--- config.mk ---
export PLATFORM = sky130hd
export DESIGN_NAME = mwo_sermul
export DESIGN_NICKNAME = d
export VERILOG_FILES = /design/src/rtl/mwo_pkg.sv /design/src/rtl/mwo_sermul.sv
export SDC_FILE = /design/constraint.sdc
export NUM_CORES = 1
export LEC_CHECK = 0
export BUFFER_PORTS_ARGS = -buffer_cell sky130_fd_sc_hd__buf_4
export CORE_MARGIN = 3
export CORE_UTILIZATION = 58
export DETAILED_ROUTE_END_ITERATION = 8
export PLACE_DENSITY = 0.85
export SETUP_SLACK_MARGIN = 0.4
export SLEW_MARGIN = 40
export SYNTH_ARGS = -nofsm -noshare
export SYNTH_HDL_FRONTEND = slang
export SYNTH_SLANG_ARGS = --single-unit
export TNS_END_PERCENT = 20
--- constraint.sdc ---
create_clock -name clk_i -period 4.55 [get_ports clk_i]
set_clock_uncertainty 0.1 [all_clocks]
set_input_delay 0.6825 -clock clk_i [delete_from_list [all_inputs] [get_ports clk_i]]
set_output_delay 0.6825 -clock clk_i [all_outputs]
set_load 0.02 [all_outputs]
--- src/rtl/mwo_pkg.sv ---
// Shared types, constants and tables for the mecanum wheel odometry block.
// No dependencies; used by every file in rtl.
package mwo_pkg;

  localparam int CORDIC_STEPS = 24;
  localparam int MUL_STEPS    = 32;
  localparam int MUL_W        = 86;
  localparam int DIV_STEPS    = 86;
  localparam int DIVISOR_W    = 48;
  localparam int CFG_IDX_W    = 2;

  localparam logic [31:0] KINV_Q32          = 32'd2608131496;
  localparam logic [31:0] USEC_PER_SEC      = 32'd1000000;
  localparam logic [31:0] LINEAR_SCALE_RST  = 32'd674652;
  localparam logic [31:0] TURN_SCALE_RST    = 32'd306783;

  typedef enum logic [CFG_IDX_W-1:0] {
    CFG_LINEAR_SCALE = 2'd0,
    CFG_TURN_SCALE   = 2'd1
  } mwo_cfg_e;

  typedef struct packed {
    logic signed [31:0] count_left_front;
    logic signed [31:0] count_right_front;
    logic signed [31:0] count_left_rear;
    logic signed [31:0] count_right_rear;
    logic        [31:0] stamp_us;
  } mwo_in_t;

  typedef struct packed {
    logic signed [47:0] pos_x;
    logic signed [47:0] pos_y;
    logic        [31:0] heading;
    logic signed [31:0] vel_forward;
    logic signed [31:0] vel_sideways;
    logic signed [31:0] vel_turn;
    logic               zero_interval;
  } mwo_out_t;

  // arctangent of 2^-i as binary angle, truncated
  function automatic logic [31:0] atan_lut(input logic [4:0] idx);
    logic [31:0] r;
    case (idx)
      5'd0:  r = 32'h20000000;
      5'd1:  r = 32'h12E4051E;
      5'd2:  r = 32'h09FB385B;
      5'd3:  r = 32'h051111D4;
      5'd4:  r = 32'h028B0D43;
      5'd5:  r = 32'h0145D7E1;
      5'd6:  r = 32'h00A2F61E;
      5'd7:  r = 32'h00517C55;
      5'd8:  r = 32'h0028BE53;
      5'd9:  r = 32'h00145F2F;
      5'd10: r = 32'h000A2F98;
      5'd11: r = 32'h000517CC;
      5'd12: r = 32'h00028BE6;
      5'd13: r = 32'h000145F3;
      5'd14: r = 32'h0000A2F9;
      5'd15: r = 32'h0000517C;
      5'd16: r = 32'h000028BE;
      5'd17: r = 32'h0000145F;
      5'd18: r = 32'h00000A2F;
      5'd19: r = 32'h00000517;
      5'd20: r = 32'h0000028B;
      5'd21: r = 32'h00000145;
      5'd22: r = 32'h000000A2;
      5'd23: r = 32'h00000051;
      5'd24: r = 32'h00000028;
      5'd25: r = 32'h00000014;
      5'd26: r = 32'h0000000A;
      5'd27: r = 32'h00000005;
      5'd28: r = 32'h00000002;
      5'd29: r = 32'h00000001;
      default: r = 32'h00000000;
    endcase
    return r;
  endfunction

endpackage

--- src/rtl/mwo_sermul.sv ---
// Bit-serial shift-add multiplier, one multiplier bit per cycle.
// Depends on mwo_pkg.
module mwo_sermul (
  input  logic                        clk_i,
  input  logic                        rst_ni,
  input  logic                        start_i,
  input  logic [mwo_pkg::MUL_W-1:0]   mcand_i,
  input  logic [31:0]                 mplier_i,
  output logic                        done_o,
  output logic [mwo_pkg::MUL_W-1:0]   prod_o
);

  logic                        busy_q, done_q;
  logic [4:0]                  cnt_q;
  logic [mwo_pkg::MUL_W-1:0]   acc_q, mc_q;
  logic [31:0]                 mp_q;

  always_ff @(posedge clk_i or negedge rst_ni) begin
    if (!rst_ni) begin
      busy_q <= 1'b0;
      done_q <= 1'b0;
      cnt_q  <= '0;
    end else begin
      done_q <= 1'b0;
      if (start_i && !busy_q) begin
        busy_q <= 1'b1;
        cnt_q  <= '0;
      end else if (busy_q) begin
        cnt_q <= cnt_q + 5'd1;
        if (cnt_q == 5'(mwo_pkg::MUL_STEPS - 1)) begin
          busy_q <= 1'b0;
          done_q <= 1'b1;
        end
      end
    end
  end

  always_ff @(posedge clk_i) begin
    if (start_i && !busy_q) begin
      acc_q <= '0;
      mc_q  <= mcand_i;
      mp_q  <= mplier_i;
    end else if (busy_q) begin
      if (mp_q[0]) acc_q <= acc_q + mc_q;
      mc_q <= {mc_q[mwo_pkg::MUL_W-2:0], 1'b0};
      mp_q <= {1'b0, mp_q[31:1]};
    end
  end

  assign done_o = done_q;
  assign prod_o = acc_q;

endmodule

==> results.yml <==
synthesis:
  ys_top_cells_by_area: "edfxtp_1 27%, nand2_1 16%, dfxtp_1 13%"
  synth_common_cells: "548 x nand2_1, 164 x a21oi_1, 118 x edfxtp_1"
  yosysUniqueCellTypes: 70
  synthFlopType: "edfxtp_1"
  yosysSeqAreaShare: 0.4103
  synth_edf_count: 118
  synth_area_mm2: 0.01326
  syn-num-nets: 1857
  synth_most_common_cell: "nand2_1"
  syn_inst: 1648
  yosysWarnings: 0
  synthArstFlopShare: 0.03318
  synth_top_cell_by_area: "edfxtp_1"
  synth_top_area_share: 0.2672
  syn_avg_cell_area_um2: 8.046
  ys_ff_latch: 211
drt:
  drt.antenna.violating_nets: 0
  via_per_inst: 5.925
  routed_wl_mm: 36.32
  drt_iter0_markers: 983
  drc_errors: 0
  wire_per_inst_um: 17.17
  top_layer: "met4"
  wl_met2_mm: 16.62
  drt-pass1-iter-count: 5
  wl_met3_mm: 3.256
  num_vias: 12530
  wl_met1_mm: 15.29
setup_path:
  cp_slowest_cell: "o31ai_1"
  slowest_delay_ps: 480
  arrival_ps: 4220
  path_cells: "ha_1, a21oi_2, o21ai_0, a31oi_2, a21boi_1, o31ai_1, a21oi_2, o31a_1, a221o_2, a311oi_2, xor2_1, o21ai_0"
  path_buf_inv: 0
  r2r-start: "mc_q[9]"
  setup.worst_path.class: "flop to flop"
  cp_max_fo: 8
  cp.required_ps: 4860
  crit_family: "compound AO/OA/AOI/OAI gates"
  startpoint_type: "flop"
  end_kind: "flop"
  startpoint: "mc_q[9]"
clock_tree:
  cts-htree-levels: 1
  clock_sinks: 211
  clkTransAtPathRegs_ps: 60
  cts_buffer_depth: 3
  cts_buffers: 24
  root_buffer: "clkbuf_16"
  clkLatencyLatePin_ps: 550
  cts_setup_buffers: 0
  tritoncts: "yes"
floorplanning:
  rows: 54
  die_w_um: 157.2
  die_h_um: 157.2
  die_area_mm2: 0.02471
  ioPinCount: 208
  fp.coreArea_mm2: 0.02216
  start_util: 0.5984
global_routing:
  grt_pass1_vias: 12020
  antenna_found_initial: 0
  grt_pass1_wl_mm: 57.96
  grt_max_degree: 135
  grtUsageTotal: 0.2836
  overflow: 0
finish:
  area_growth_pct: 19.53
  layout.area.seq_mm2: 0.005440
  n_fill_cell: 1736
  drive_gt1_frac: 0.1553
  multi_input_area_mm2: 0.007421
  fin_nets: 2026
  antennaDiodeCount: 0
min_path:
  hp-class: "input pin to flop"
  min_from: "mcand_i[74]"
flow_run:
  maxCapViolations: 0
timing:
  hold_viol: 0
  setup_violations: 0
  setup_tns_ps: 0
  clock.fmax_ghz: 0.2558
  min_period_ps: 3909
  worst_pin_slew_ps: 689.0
  relSlewSlack: 0.5395
  worst_slack_ps: 641.3
  fin_crit_sh: 0.8591
  rsz0062_at_grt: "no"
  slew_viol_final: 0
place:
  place_hpwl_mm: 26.28
  pre_cts_slack_ps: 713.7
  gp_congestion: 0.9950
  port_buffers: 207
pwr:
  comb_power_share: 0.604
  switching_share: 0.4696
  p_int_mw: 7.751
  pwr-share-seq: 0.261
  switching_power_mw: 6.863
  vdd_drop_max_mv: 0.4259
  power_leakage_nw: 7.287
  clkPwrFrac: 0.135
  fin_total_pwr_mw: 14.61
  power_density_mw_per_mm2: 922.0
run_status:
  outcome: "finished, final reports clean"
-- final cells by class --
cell class | count | area share
Timing Repair Buffer | 219 | 0.1063
Inverter | 37 | 0.008920
Tap cell | 280 | 0.02210
Multi-Input combinational cell | 1324 | 0.4682
Sequential cell | 211 | 0.3432
Clock inverter | 13 | 0.009236
Clock buffer | 31 | 0.04207
-- per-stage QoR --
step / hold WS (ps) / std cells / utilization / instance area [um2]
floorplan: 286.9 / 1648 / - / 13260
global placement: 350.5 / 2068 / 0.6758 / 14980
detailed placement: 357.3 / 2070 / 0.6777 / 15020
CTS: 280.1 / 2115 / 0.7148 / 15840
global route: 295.1 / 2115 / 0.7152 / 15850
finish: 293.5 / 2115 / 0.7152 / 15850
-- cells in the final DEF (no fill, tap or decap), drive strengths merged, types with 30 or more instances in the layout --
| cell type | netlist | final |
|---|---|---|
| dfxtp | 86 | 86 |
| ha | 87 | 87 |
| clkbuf | 67 | 31 |
| a21oi | 166 | 166 |
| edfxtp | 118 | 118 |
| buf | 9 | 218 |
| nand4 | 30 | 30 |
| xor2 | 32 | 32 |
| nand2 | 548 | 548 |
| o21ai | 111 | 111 |
| nor2 | 64 | 64 |
| xnor2 | 45 | 45 |
| inv | 37 | 37 |
-- metal layers --
layer / global-route usage / vias to the layer above
met1: 0.3718 / 5761
li1: - / 6103
met2: 0.4712 / 578
met4: 0.08926 / 0
met5: 0 / -
met3: 0.06269 / 89
-- path summary, 6_finish.rpt --
kind | end | slack [ps] | cells after the start
worst min-delay path | mc_q[74] | 290 | 3
max in group asynchronous | cnt_q[4] | 3840 | 2
worst max register to register | prod_o[80] | 640 | 12
worst min register to register | prod_o[85] | 370 | 1
worst max-delay path | prod_o[80] | 640 | 12
min in group asynchronous | busy_q | 390 | 2
-- registers in the layout (all words and copies together) (netlist names) --
| register | flops |
|---|---|
| busy_q | 1 |
| done_o | 1 |
| mp_q | 32 |
| prod_o | 86 |
| cnt_q | 5 |
| mc_q | 86 |
-- power by group through the flow --
stage                     Sequential (mW)  Combinational, mW  Clock, mW
after global routing                 3.91               9.75       2.08
final                                3.81               8.82       1.98
after CTS                            3.80               8.68       1.99
after floorplan                      4.06               5.98          0
after detailed placement             3.82               8.60          0
after global placement               3.77               8.39          0
-- logic make-up (layout without fill, tap and decap cells) --
logic type | Yosys count | count (layout) | share of synthesized area
AO/OA/AOI/OAI | 415 | 415 | 0.1871
buffers and inverters | 113 | 300 | 0.03246
AND/OR/NAND/NOR | 739 | 739 | 0.2317
multiplexers | 5 | 5 | 0.003963
flip-flops | 211 | 211 | 0.4103
adder cells (fa/ha/maj) | 88 | 88 | 0.08360
XOR/XNOR | 77 | 77 | 0.05086
-- worst reg2reg max path, cell delays in order, from the launching register on --
cell and delay [ps]:
edfxtp_1 410, ha_1 410, a21oi_2 200, o21ai_0 140, a31oi_2 290, a21boi_1 200, o31ai_1 480, a21oi_2 130
o31a_1 340, a221o_2 430, a311oi_2 380, xor2_1 170, o21ai_0 100
-- what timing repair did --
action,CTS,global route
hold buffers,1,0
endpoints found under the setup margin,0,1
gates resized for setup,0,1
endpoints found under the hold margin,7,0
Note: power is estimated with default switching activity, not from simulation.
