==> src/rtl/mwo_pkg.sv <==
// Shared types, constants and tables for the mecanum wheel odometry block.
// No dependencies; used by every file in rtl.
package mwo_pkg;

  localparam int CORDIC_STEPS = 24;
  localparam int MUL_STEPS    = 32;
  localparam int MUL_W        = 86;
  localparam int DIV_STEPS    = 86;
  localparam int DIVISOR_W    = 48;
  localparam int CFG_IDX_W    = 2;

  localparam logic [31:0] KINV_Q32          = 32'd2608131496;
  localparam logic [31:0] USEC_PER_SEC      = 32'd1000000;
  localparam logic [31:0] LINEAR_SCALE_RST  = 32'd674652;
  localparam logic [31:0] TURN_SCALE_RST    = 32'd306783;

  typedef enum logic [CFG_IDX_W-1:0] {
    CFG_LINEAR_SCALE = 2'd0,
    CFG_TURN_SCALE   = 2'd1
  } mwo_cfg_e;

  typedef struct packed {
    logic signed [31:0] count_left_front;
    logic signed [31:0] count_right_front;
    logic signed [31:0] count_left_rear;
    logic signed [31:0] count_right_rear;
    logic        [31:0] stamp_us;
  } mwo_in_t;

  typedef struct packed {
    logic signed [47:0] pos_x;
    logic signed [47:0] pos_y;
    logic        [31:0] heading;
    logic signed [31:0] vel_forward;
    logic signed [31:0] vel_sideways;
    logic signed [31:0] vel_turn;
    logic               zero_interval;
  } mwo_out_t;

  // arctangent of 2^-i as binary angle, truncated
  function automatic logic [31:0] atan_lut(input logic [4:0] idx);
    logic [31:0] r;
    case (idx)
      5'd0:  r = 32'h20000000;
      5'd1:  r = 32'h12E4051E;
      5'd2:  r = 32'h09FB385B;
      5'd3:  r = 32'h051111D4;
      5'd4:  r = 32'h028B0D43;
      5'd5:  r = 32'h0145D7E1;
      5'd6:  r = 32'h00A2F61E;
      5'd7:  r = 32'h00517C55;
      5'd8:  r = 32'h0028BE53;
      5'd9:  r = 32'h00145F2F;
      5'd10: r = 32'h000A2F98;
      5'd11: r = 32'h000517CC;
      5'd12: r = 32'h00028BE6;
      5'd13: r = 32'h000145F3;
      5'd14: r = 32'h0000A2F9;
      5'd15: r = 32'h0000517C;
      5'd16: r = 32'h000028BE;
      5'd17: r = 32'h0000145F;
      5'd18: r = 32'h00000A2F;
      5'd19: r = 32'h00000517;
      5'd20: r = 32'h0000028B;
      5'd21: r = 32'h00000145;
      5'd22: r = 32'h000000A2;
      5'd23: r = 32'h00000051;
      5'd24: r = 32'h00000028;
      5'd25: r = 32'h00000014;
      5'd26: r = 32'h0000000A;
      5'd27: r = 32'h00000005;
      5'd28: r = 32'h00000002;
      5'd29: r = 32'h00000001;
      default: r = 32'h00000000;
    endcase
    return r;
  endfunction

endpackage

==> src/rtl/mwo_serdiv.sv <==
// Restoring divider, one quotient bit per cycle; big_o flags a quotient of 2^31 or more.
// Depends on mwo_pkg.
module mwo_serdiv (
  input  logic                          clk_i,
  input  logic                          rst_ni,
  input  logic                          start_i,
  input  logic [mwo_pkg::MUL_W-1:0]     dividend_i,
  input  logic [mwo_pkg::DIVISOR_W-1:0] divisor_i,
  output logic                          done_o,
  output logic                          big_o,
  output logic [31:0]                   quot_o
);

  logic                           busy_q, done_q, ovf_q;
  logic [6:0]                     cnt_q;
  logic [mwo_pkg::MUL_W-1:0]      dvd_q;
  logic [mwo_pkg::DIVISOR_W-1:0]  dvs_q, rem_q;
  logic [32:0]                    quo_q;
  logic [mwo_pkg::DIVISOR_W:0]    rem_sh, rem_sub;
  logic                           qbit;

  always_comb begin
    rem_sh  = {rem_q, dvd_q[mwo_pkg::MUL_W-1]};
    rem_sub = rem_sh - {1'b0, dvs_q};
    qbit    = !rem_sub[mwo_pkg::DIVISOR_W];
  end

  always_ff @(posedge clk_i or negedge rst_ni) begin
    if (!rst_ni) begin
      busy_q <= 1'b0;
      done_q <= 1'b0;
      cnt_q  <= '0;
    end else begin
      done_q <= 1'b0;
      if (start_i && !busy_q) begin
        busy_q <= 1'b1;
        cnt_q  <= '0;
      end else if (busy_q) begin
        cnt_q <= cnt_q + 7'd1;
        if (cnt_q == 7'(mwo_pkg::DIV_STEPS - 1)) begin
          busy_q <= 1'b0;
          done_q <= 1'b1;
        end
      end
    end
  end

  always_ff @(posedge clk_i) begin
    if (start_i && !busy_q) begin
      dvd_q <= dividend_i;
      dvs_q <= divisor_i;
      rem_q <= '0;
      quo_q <= '0;
      ovf_q <= 1'b0;
    end else if (busy_q) begin
      dvd_q <= {dvd_q[mwo_pkg::MUL_W-2:0], 1'b0};
      rem_q <= qbit ? rem_sub[mwo_pkg::DIVISOR_W-1:0] : rem_sh[mwo_pkg::DIVISOR_W-1:0];
      quo_q <= {quo_q[31:0], qbit};
      // sticky overflow once quotient leaves 33 bits
      ovf_q <= ovf_q | quo_q[32];
    end
  end

  assign done_o = done_q;
  assign big_o  = ovf_q | quo_q[32] | quo_q[31];
  assign quot_o = quo_q[31:0];

endmodule

==> config.mk <==
export PLATFORM = sky130hd
export DESIGN_NAME = mwo_serdiv
export DESIGN_NICKNAME = d
export VERILOG_FILES = /design/src/rtl/mwo_pkg.sv /design/src/rtl/mwo_serdiv.sv
export SDC_FILE = /design/constraint.sdc
export NUM_CORES = 1
export LEC_CHECK = 0
export BUFFER_PORTS_ARGS = -buffer_cell sky130_fd_sc_hd__buf_2
export CAP_MARGIN = 5
export CORE_MARGIN = 2
export CORE_UTILIZATION = 55
export CTS_CLUSTER_SIZE = 40
export DETAILED_ROUTE_END_ITERATION = 6
export GPL_ROUTABILITY_DRIVEN = 0
export PLACE_DENSITY = 0.89
export SLEW_MARGIN = 5
export SYNTH_ARGS = -nofsm -noshare
export SYNTH_HDL_FRONTEND = slang
export SYNTH_SLANG_ARGS = --single-unit
==> constraint.sdc <==
create_clock -name clk_i -period 5.5 [get_ports clk_i]
set_input_delay 0.275 -clock clk_i [delete_from_list [all_inputs] [get_ports clk_i]]
set_output_delay 0.275 -clock clk_i [all_outputs]
set_load 0.05 [all_outputs]
==> flow_metrics.tcl, run 1 <==
set metrics [dict create \
    status "complete, no violations" \
    max_slew_margin 0.2425 \
    grt_antenna_before_repair 1 \
    syn-num-nets 1494 \
    numCtsBuffers 26 \
    drt_first_pass_iters 7 \
    cp-end-kind "flop" \
    postCtsSetupRepairBufs 0 \
    p_seq_frac 0.342 \
    drv_slew 0 \
    first_iter_violations 754 \
    grt_overflow 0 \
    postSynth.asyncResetShare 0.04000 \
    insertion_delay_ns 0.55 \
    vdd_drop_max_uv 315.7 \
    worstPathMaxFanout 25 \
    die_h_um 150.6 \
    slowest_stage "a211o_2" \
    path_cells "inv_1 > ha_1 > inv_1 > fa_1 > a211oi_1 > o211a_1 > nor3_2 > o211a_1 > o211ai_1 > and2_1 > a211o_2 > buf_4 > mux2i_1 > o21ai_1" \
    dp_hpwl_um 17350 \
    setup_viol 0 \
    synth.most_common_cell "nand2_1" \
    synthSimpleGateAreaFrac 0.1752 \
    cts_tree "built" \
    io_pins 171 \
    wirelength_met1_um 12150 \
    synthTopCellsByArea "edfxtp_1, dfxtp_1, nand2_1, ha_1, mux2i_1" \
    hp-start "dividend_i[33]" \
    yosysTopAreaCell "edfxtp_1" \
    avgSynthCellArea_um2 9.047 \
    swShare 0.3985 \
    grt_pass1_wl_um 48380 \
    r2r_start "dvd_q[85]$_DFFE_PP_" \
    ys.warnings.count 0 \
    hold_end "dvd_q[33]$_DFFE_PP_" \
    wirelength_um 30130 \
    p_leak_nw 6.647 \
    period_share 0.6757 \
    start_kind "flop" \
    cts_root_buf "clkbuf_16" \
    area_growth_pct 23.91 \
    ctsHoldBuffers 117 \
    skew_ns 0.01007 \
    required_ns 5.90 \
    synth_top_area_frac 0.3406 \
    clkPwrFrac 0.215 \
    start_util 0.5620 \
    synth_cell_types 64 \
    synth_area_um2 11820 \
    hold_class "in2reg" \
    wl_met3_um 2121 \
    place_ws_ns 1.810 \
    arrival_ns 4.12 \
    combPwrFrac 0.444 \
    vias 10230 \
    ys_top_cells_by_count "nand2_1, edfxtp_1, dfxtp_1" \
    dieArea_um2 22670 \
    clockBufferDepth 3 \
    synth_top_family_by_area "simple AND/OR/NAND/NOR gates" \
    met2_length_um 14850 \
    clock_sinks 225 \
    reg2regPathDepth 14 \
    muxShareOfSynthArea 0.03473 \
    ant_nets 0 \
    clk_pin_slew_ns 0.06 \
    period_needed_ns 3.716 \
    worst_pin_slew_ns 1.136 \
    p_int_mw 5.162 \
    die_x_um 150.6 \
    power_density_nw_per_um2 586.2 \
    grt_max_degree 110 \
    htree_num_levels 1 \
    hold_depth 3 \
    grt_setup_unrepaired "false" \
    synth_xor_xnor_area_share 0.03410 \
    track_usage 0.2640 \
    syn_inst 1306 \
    first_global_vias 9852 \
    cts_resized 0 \
    rrSetupSlack_ns 1.78 \
    setup_ws_ns 1.784 \
    drive_gt1_frac 0.1490 \
    routed_via_density 5.579 \
    synth_compound_area_frac 0.1354 \
    rows 53 \
    r2r-end "rem_q[5]$_SDFFE_PP0P_" \
    fin_util 0.6964 \
    ys_ff_latch 225 \
    core_um2 21020 \
    slowest_delay_ns 0.59 \
    path_class "reg2reg" \
    fin_nets 1725 \
    ys_seq_area_frac 0.4986 \
    tns_ns 0 \
    max_freq_mhz 269.1 \
    io_buffers 170 \
    synthAdderAreaFrac 0.05464 \
    synth-edff-count 134 \
    maxCapViolations 0 \
    power.switching_mw 3.420 \
    hold_violations 0 \
    drc 0 \
    wl_per_cell_um 16.43 \
    synth_ff_type "edfxtp_1" \
    highest_layer "met4" \
]
==> sequential cells by signal (all words and copies together) (netlist names) <==
name	count
busy_q	1
cnt_q	7
done_o	1
dvd_q	86
dvs_q	48
ovf_q	1
quo_q	33
rem_q	48
==> metrics by stage <==
stage / power (mW) / instances / hold slack [ns] / cell area, um2
2_1_floorplan: 6.069 / 1306 / -0.02059 / 11820
3_3_place_gp: 6.391 / 1666 / 0.1330 / 12530
3_5_place_dp: 6.560 / 1666 / 0.1410 / 12530
4_1_cts: 8.492 / 1831 / 0.0009341 / 14630
5_1_grt: 9.148 / 1833 / 0.01732 / 14640
6_report: 8.582 / 1834 / 0.01361 / 14640
==> cells in the final DEF, fill, tap and decap left out, types with 26 or more instances in the layout <==
cell / count
nand2_1: 425
inv_1: 61
o21ai_0: 72
ha_1: 50
buf_2: 170
xnor2_1: 26
dlygate4sd3_1: 118
clkbuf_16: 27
nor2_1: 36
dfxtp_1: 82
edfxtp_1: 134
a21oi_1: 61
mux2i_1: 41
o21ai_1: 49
==> how the worst max path moves through the flow <==
stage               slack [ns]                      to  cells after the start                 from
floorplan                 2.58  rem_q[47]$_SDFFE_PP0P_                      5     busy_q$_DFF_PN0_
global route              1.51   rem_q[3]$_SDFFE_PP0P_                     14  dvd_q[85]$_DFFE_PP_
CTS                       1.78   rem_q[3]$_SDFFE_PP0P_                     14  dvd_q[85]$_DFFE_PP_
global placement          1.91   rem_q[1]$_SDFFE_PP0P_                     14  dvd_q[85]$_DFFE_PP_
detailed placement        1.81   rem_q[3]$_SDFFE_PP0P_                     14  dvd_q[85]$_DFFE_PP_
finish                    1.78   rem_q[5]$_SDFFE_PP0P_                     14  dvd_q[85]$_DFFE_PP_
==> cell families (layout without fill, tap and decap cells) <==
kind of cell | count (synthesis) | count (layout)
fa+ha+maj | 51 | 51
compound gates | 268 | 268
mux | 41 | 41
other cells | 0 | 2
buf+inv | 157 | 408
flops | 225 | 225
simple gates | 518 | 518
xor+xnor | 46 | 46
==> power by group through the flow <==
stage / registers, mW / logic (mW) / clock network [mW]
floorplan: 2.82 / 3.25 / 0
global placement: 2.89 / 3.51 / 0
detailed placement: 2.91 / 3.65 / 0
CTS: 2.90 / 3.74 / 1.86
global route: 3.00 / 4.21 / 1.94
finish: 2.93 / 3.81 / 1.84
==> area by class of cell <==
| type | instances | area, um2 |
|---|---|---|
| repair buffers | 296 | 2092 |
| clock buffers | 36 | 729.5 |
| fillers | 1500 | 6381 |
| multi-input cells | 924 | 5140 |
| well taps | 275 | 344.1 |
| clock inverters | 12 | 195.2 |
| flip-flops and latches | 225 | 5891 |
| diodes | 2 | 5.005 |
| inverters | 64 | 244.0 |
==> routing by layer <==
metal | vias to the layer above | GRT usage
met2 | 471 | 0.4664
met3 | 83 | 0.04606
met5 | - | 0
met1 | 4778 | 0.3283
li1 | 4900 | -
met4 | 0 | 0.08396
==> critical path: cells and delay by family, from the launching register on <==
kind / cells / cell delay (ns)
mux: 1 / 0.24
flops: 1 / 0.35
buf+inv: 3 / 0.53
compound gates: 6 / 1.62
simple gates: 2 / 0.24
fa+ha+maj: 2 / 0.60
Power figures use the tool's default switching activity.
==> inputs of run 2 (changes only) <==
--- a/config.mk
+++ b/config.mk
@@ -8,11 +8,11 @@
 export BUFFER_PORTS_ARGS = -buffer_cell sky130_fd_sc_hd__buf_2
 export CAP_MARGIN = 5
 export CORE_MARGIN = 2
-export CORE_UTILIZATION = 55
+export CORE_UTILIZATION = 52
 export CTS_CLUSTER_SIZE = 40
 export DETAILED_ROUTE_END_ITERATION = 6
 export GPL_ROUTABILITY_DRIVEN = 0
-export PLACE_DENSITY = 0.89
+export PLACE_DENSITY = 0.88
 export SLEW_MARGIN = 5
 export SYNTH_ARGS = -nofsm -noshare
 export SYNTH_HDL_FRONTEND = slang
==> constraint.sdc (replaced) <==
create_clock -name clk_i -period 3 [get_ports clk_i]
set_input_delay 0.15 -clock clk_i [delete_from_list [all_inputs] [get_ports clk_i]]
set_output_delay 0.15 -clock clk_i [all_outputs]
set_load 0.05 [all_outputs]
==> run 2 against run 1 <==
Against the previous run: the flow now finishes with violations (negative setup slack); total power grew 88%; die area rose by 5.6%; combinational power is 99% higher; hold slack better by 0.14 ns; critical endpoint is now rem_q[29]$_SDFFE_PP0P_; register-to-register slack got worse by 1.8 ns; worst setup slack worse by 1.8 ns; count of clock-buffer cells in the layout decreased by 3; largest power group unchanged.
==> flow_metrics.tcl, run 2 (same netlist as run 1, synthesis figures left out) <==
set metrics [dict create \
    power_mw 16.09 \
    worstSetupStartpoint "dvd_q[85]$_DFFE_PP_" \
    tns_ns -0.3206 \
    max_slew_margin 0.4340 \
    clkPwrFrac 0.194 \
    rows 55 \
    first_iter_violations 776 \
    worst_pin_slew_ns 0.8491 \
    combPwrFrac 0.472 \
    status "complete, but fails checks" \
    hold_class "in2reg" \
    grt_pass1_wl_um 49630 \
    use_met3 0.04595 \
    fin_util 0.6728 \
    grt_util_met2 0.4486 \
    wl_per_cell_um 16.35 \
    track_usage 0.2518 \
    r2r_start "dvd_q[85]$_DFFE_PP_" \
    period_needed_ns 3.039 \
    p_leak_nw 6.849 \
    drive_gt1_frac 0.1715 \
    numCtsBuffers 25 \
    p_seq_frac 0.334 \
    wirelength_um 30800 \
    power.switching_mw 6.439 \
    p_int_mw 9.655 \
    grtUsageMet1 0.3037 \
    drc 0 \
    fin_nets 1767 \
    place_ws_ns -0.1076 \
    die_x_um 154.7 \
    grt_max_degree 88 \
    clock_sinks 225 \
    io_pins 171 \
    vdd_drop_max_uv 605.1 \
    io_buffers 170 \
    dp_cells 1693 \
    dp_hpwl_um 17890 \
    placed_area_um2 12740 \
    worstPathMaxFanout 12 \
    final_common_cell "nand2_1" \
    largest_reg_flops 86 \
    drt_first_pass_iters 5 \
    dieArea_um2 23940 \
    path_class "reg2reg" \
    final_cells 1884 \
    layout_common_cells "nand2_1, buf_2, dlygate4sd3_1, edfxtp_1, dfxtp_1" \
    violations "negative setup slack" \
    period_share 1.013 \
    hold_violations 0 \
    required_ns 3.39 \
    stdcell_area_um2 15140 \
    vias 10350 \
    whs_ns 0.1497 \
    core_um2 22500 \
    setup_viol 25 \
    htree_num_levels 1 \
    start_util 0.5250 \
    grt_setup_unrepaired "true" \
    grt_overflow 0 \
    arrival_ns 3.43 \
    skew_ns 0.02080 \
    die_h_um 154.7 \
    start_kind "flop" \
    setup_ws_ns -0.03897 \
    grt.busiest_layer "met2" \
    drv_slew 0 \
    swShare 0.4001 \
    first_global_vias 10450 \
    hp-start "start_i" \
    top_register "dvd_q" \
    top_regs "dvd_q (86), dvs_q (48), rem_q (48)" \
    cts_tree "built" \
    clk_pin_slew_ns 0.06 \
    insertion_delay_ns 0.54 \
    cp-end-kind "flop" \
    maxCapViolations 0 \
    ant_nets 0 \
    power_density_nw_per_um2 1063 \
    routed_via_density 5.493 \
    area_growth_pct 28.14 \
    grt_antenna_before_repair 1 \
    max_freq_mhz 329.1 \
    clockBufferDepth 3 \
    cts_root_buf "clkbuf_16" \
]
-- run 2: changes by cell type in the layout (fill, tap and decap cells not counted), moves of 3 or more --
cell,delta
dlygate4sd3_1,+19
buf_4,+16
buf_12,+7
a211oi_1,-3
o21ai_0,-3
-- run 2: what timing repair did --
item                                    CTS  global route
endpoints found under the setup margin   48            49
endpoints found under the hold margin   143             0
cloned                                    1             0
hold buffers                            137             0
resized for setup                         6            24
pin swaps                                 3            10
buffers inserted                          2             5
-- run 2: path summary, 6_finish.rpt --
path | cells after the start | slack (ns) | to
worst max register to register | 14 | -0.04 | rem_q[29]$_SDFFE_PP0P_
worst min-delay path | 2 | 0.15 | quo_q[29]$_SDFFE_PP0P_
worst min register to register | 2 | 0.46 | rem_q[15]$_SDFFE_PP0P_
min in group asynchronous | 3 | 0.58 | cnt_q[1]$_DFFE_PN0P_
max in group asynchronous | 4 | 1.66 | cnt_q[0]$_DFFE_PN0P_
worst max-delay path | 14 | -0.04 | rem_q[29]$_SDFFE_PP0P_
-- run 2: power groups by stage --
stage | registers (mW) | clock network [mW] | logic [mW]
6_report | 5.38 | 3.12 | 7.59
5_1_grt | 5.51 | 3.27 | 8.32
4_1_cts | 5.32 | 3.16 | 7.27
3_5_place_dp | 5.36 | 0 | 6.92
3_3_place_gp | 5.31 | 0 | 6.64
2_1_floorplan | 5.17 | 0 | 5.95
-- run 2: area by class of cell --
cell class              count  area (um2)
clock inverters            13       162.7
inverters                  64       244.0
fillers                  1659        7363
clock buffers              33       665.6
well taps                 285       356.6
flip-flops and latches    225        5891
repair buffers            339        2570
multi-input cells         924        5248
diodes                      1       2.502
-- run 2: worst max-delay path, cell delays in order (launching register included) --
cell	delay, ns
edfxtp_1	0.38
inv_2	0.09
ha_4	0.13
inv_2	0.03
fa_2	0.34
a211oi_2	0.25
o211a_1	0.21
nor3_2	0.06
o211a_1	0.23
o211ai_1	0.24
and2_4	0.20
a211o_4	0.22
buf_12	0.18
mux2i_1	0.22
o21ai_1	0.08
-- run 2: routing by layer --
layer,share of wire,vias up
met2,0.50,466
met4,0.032,0
li1,-,4988
met5,0,-
met1,0.39,4817
met3,0.073,78
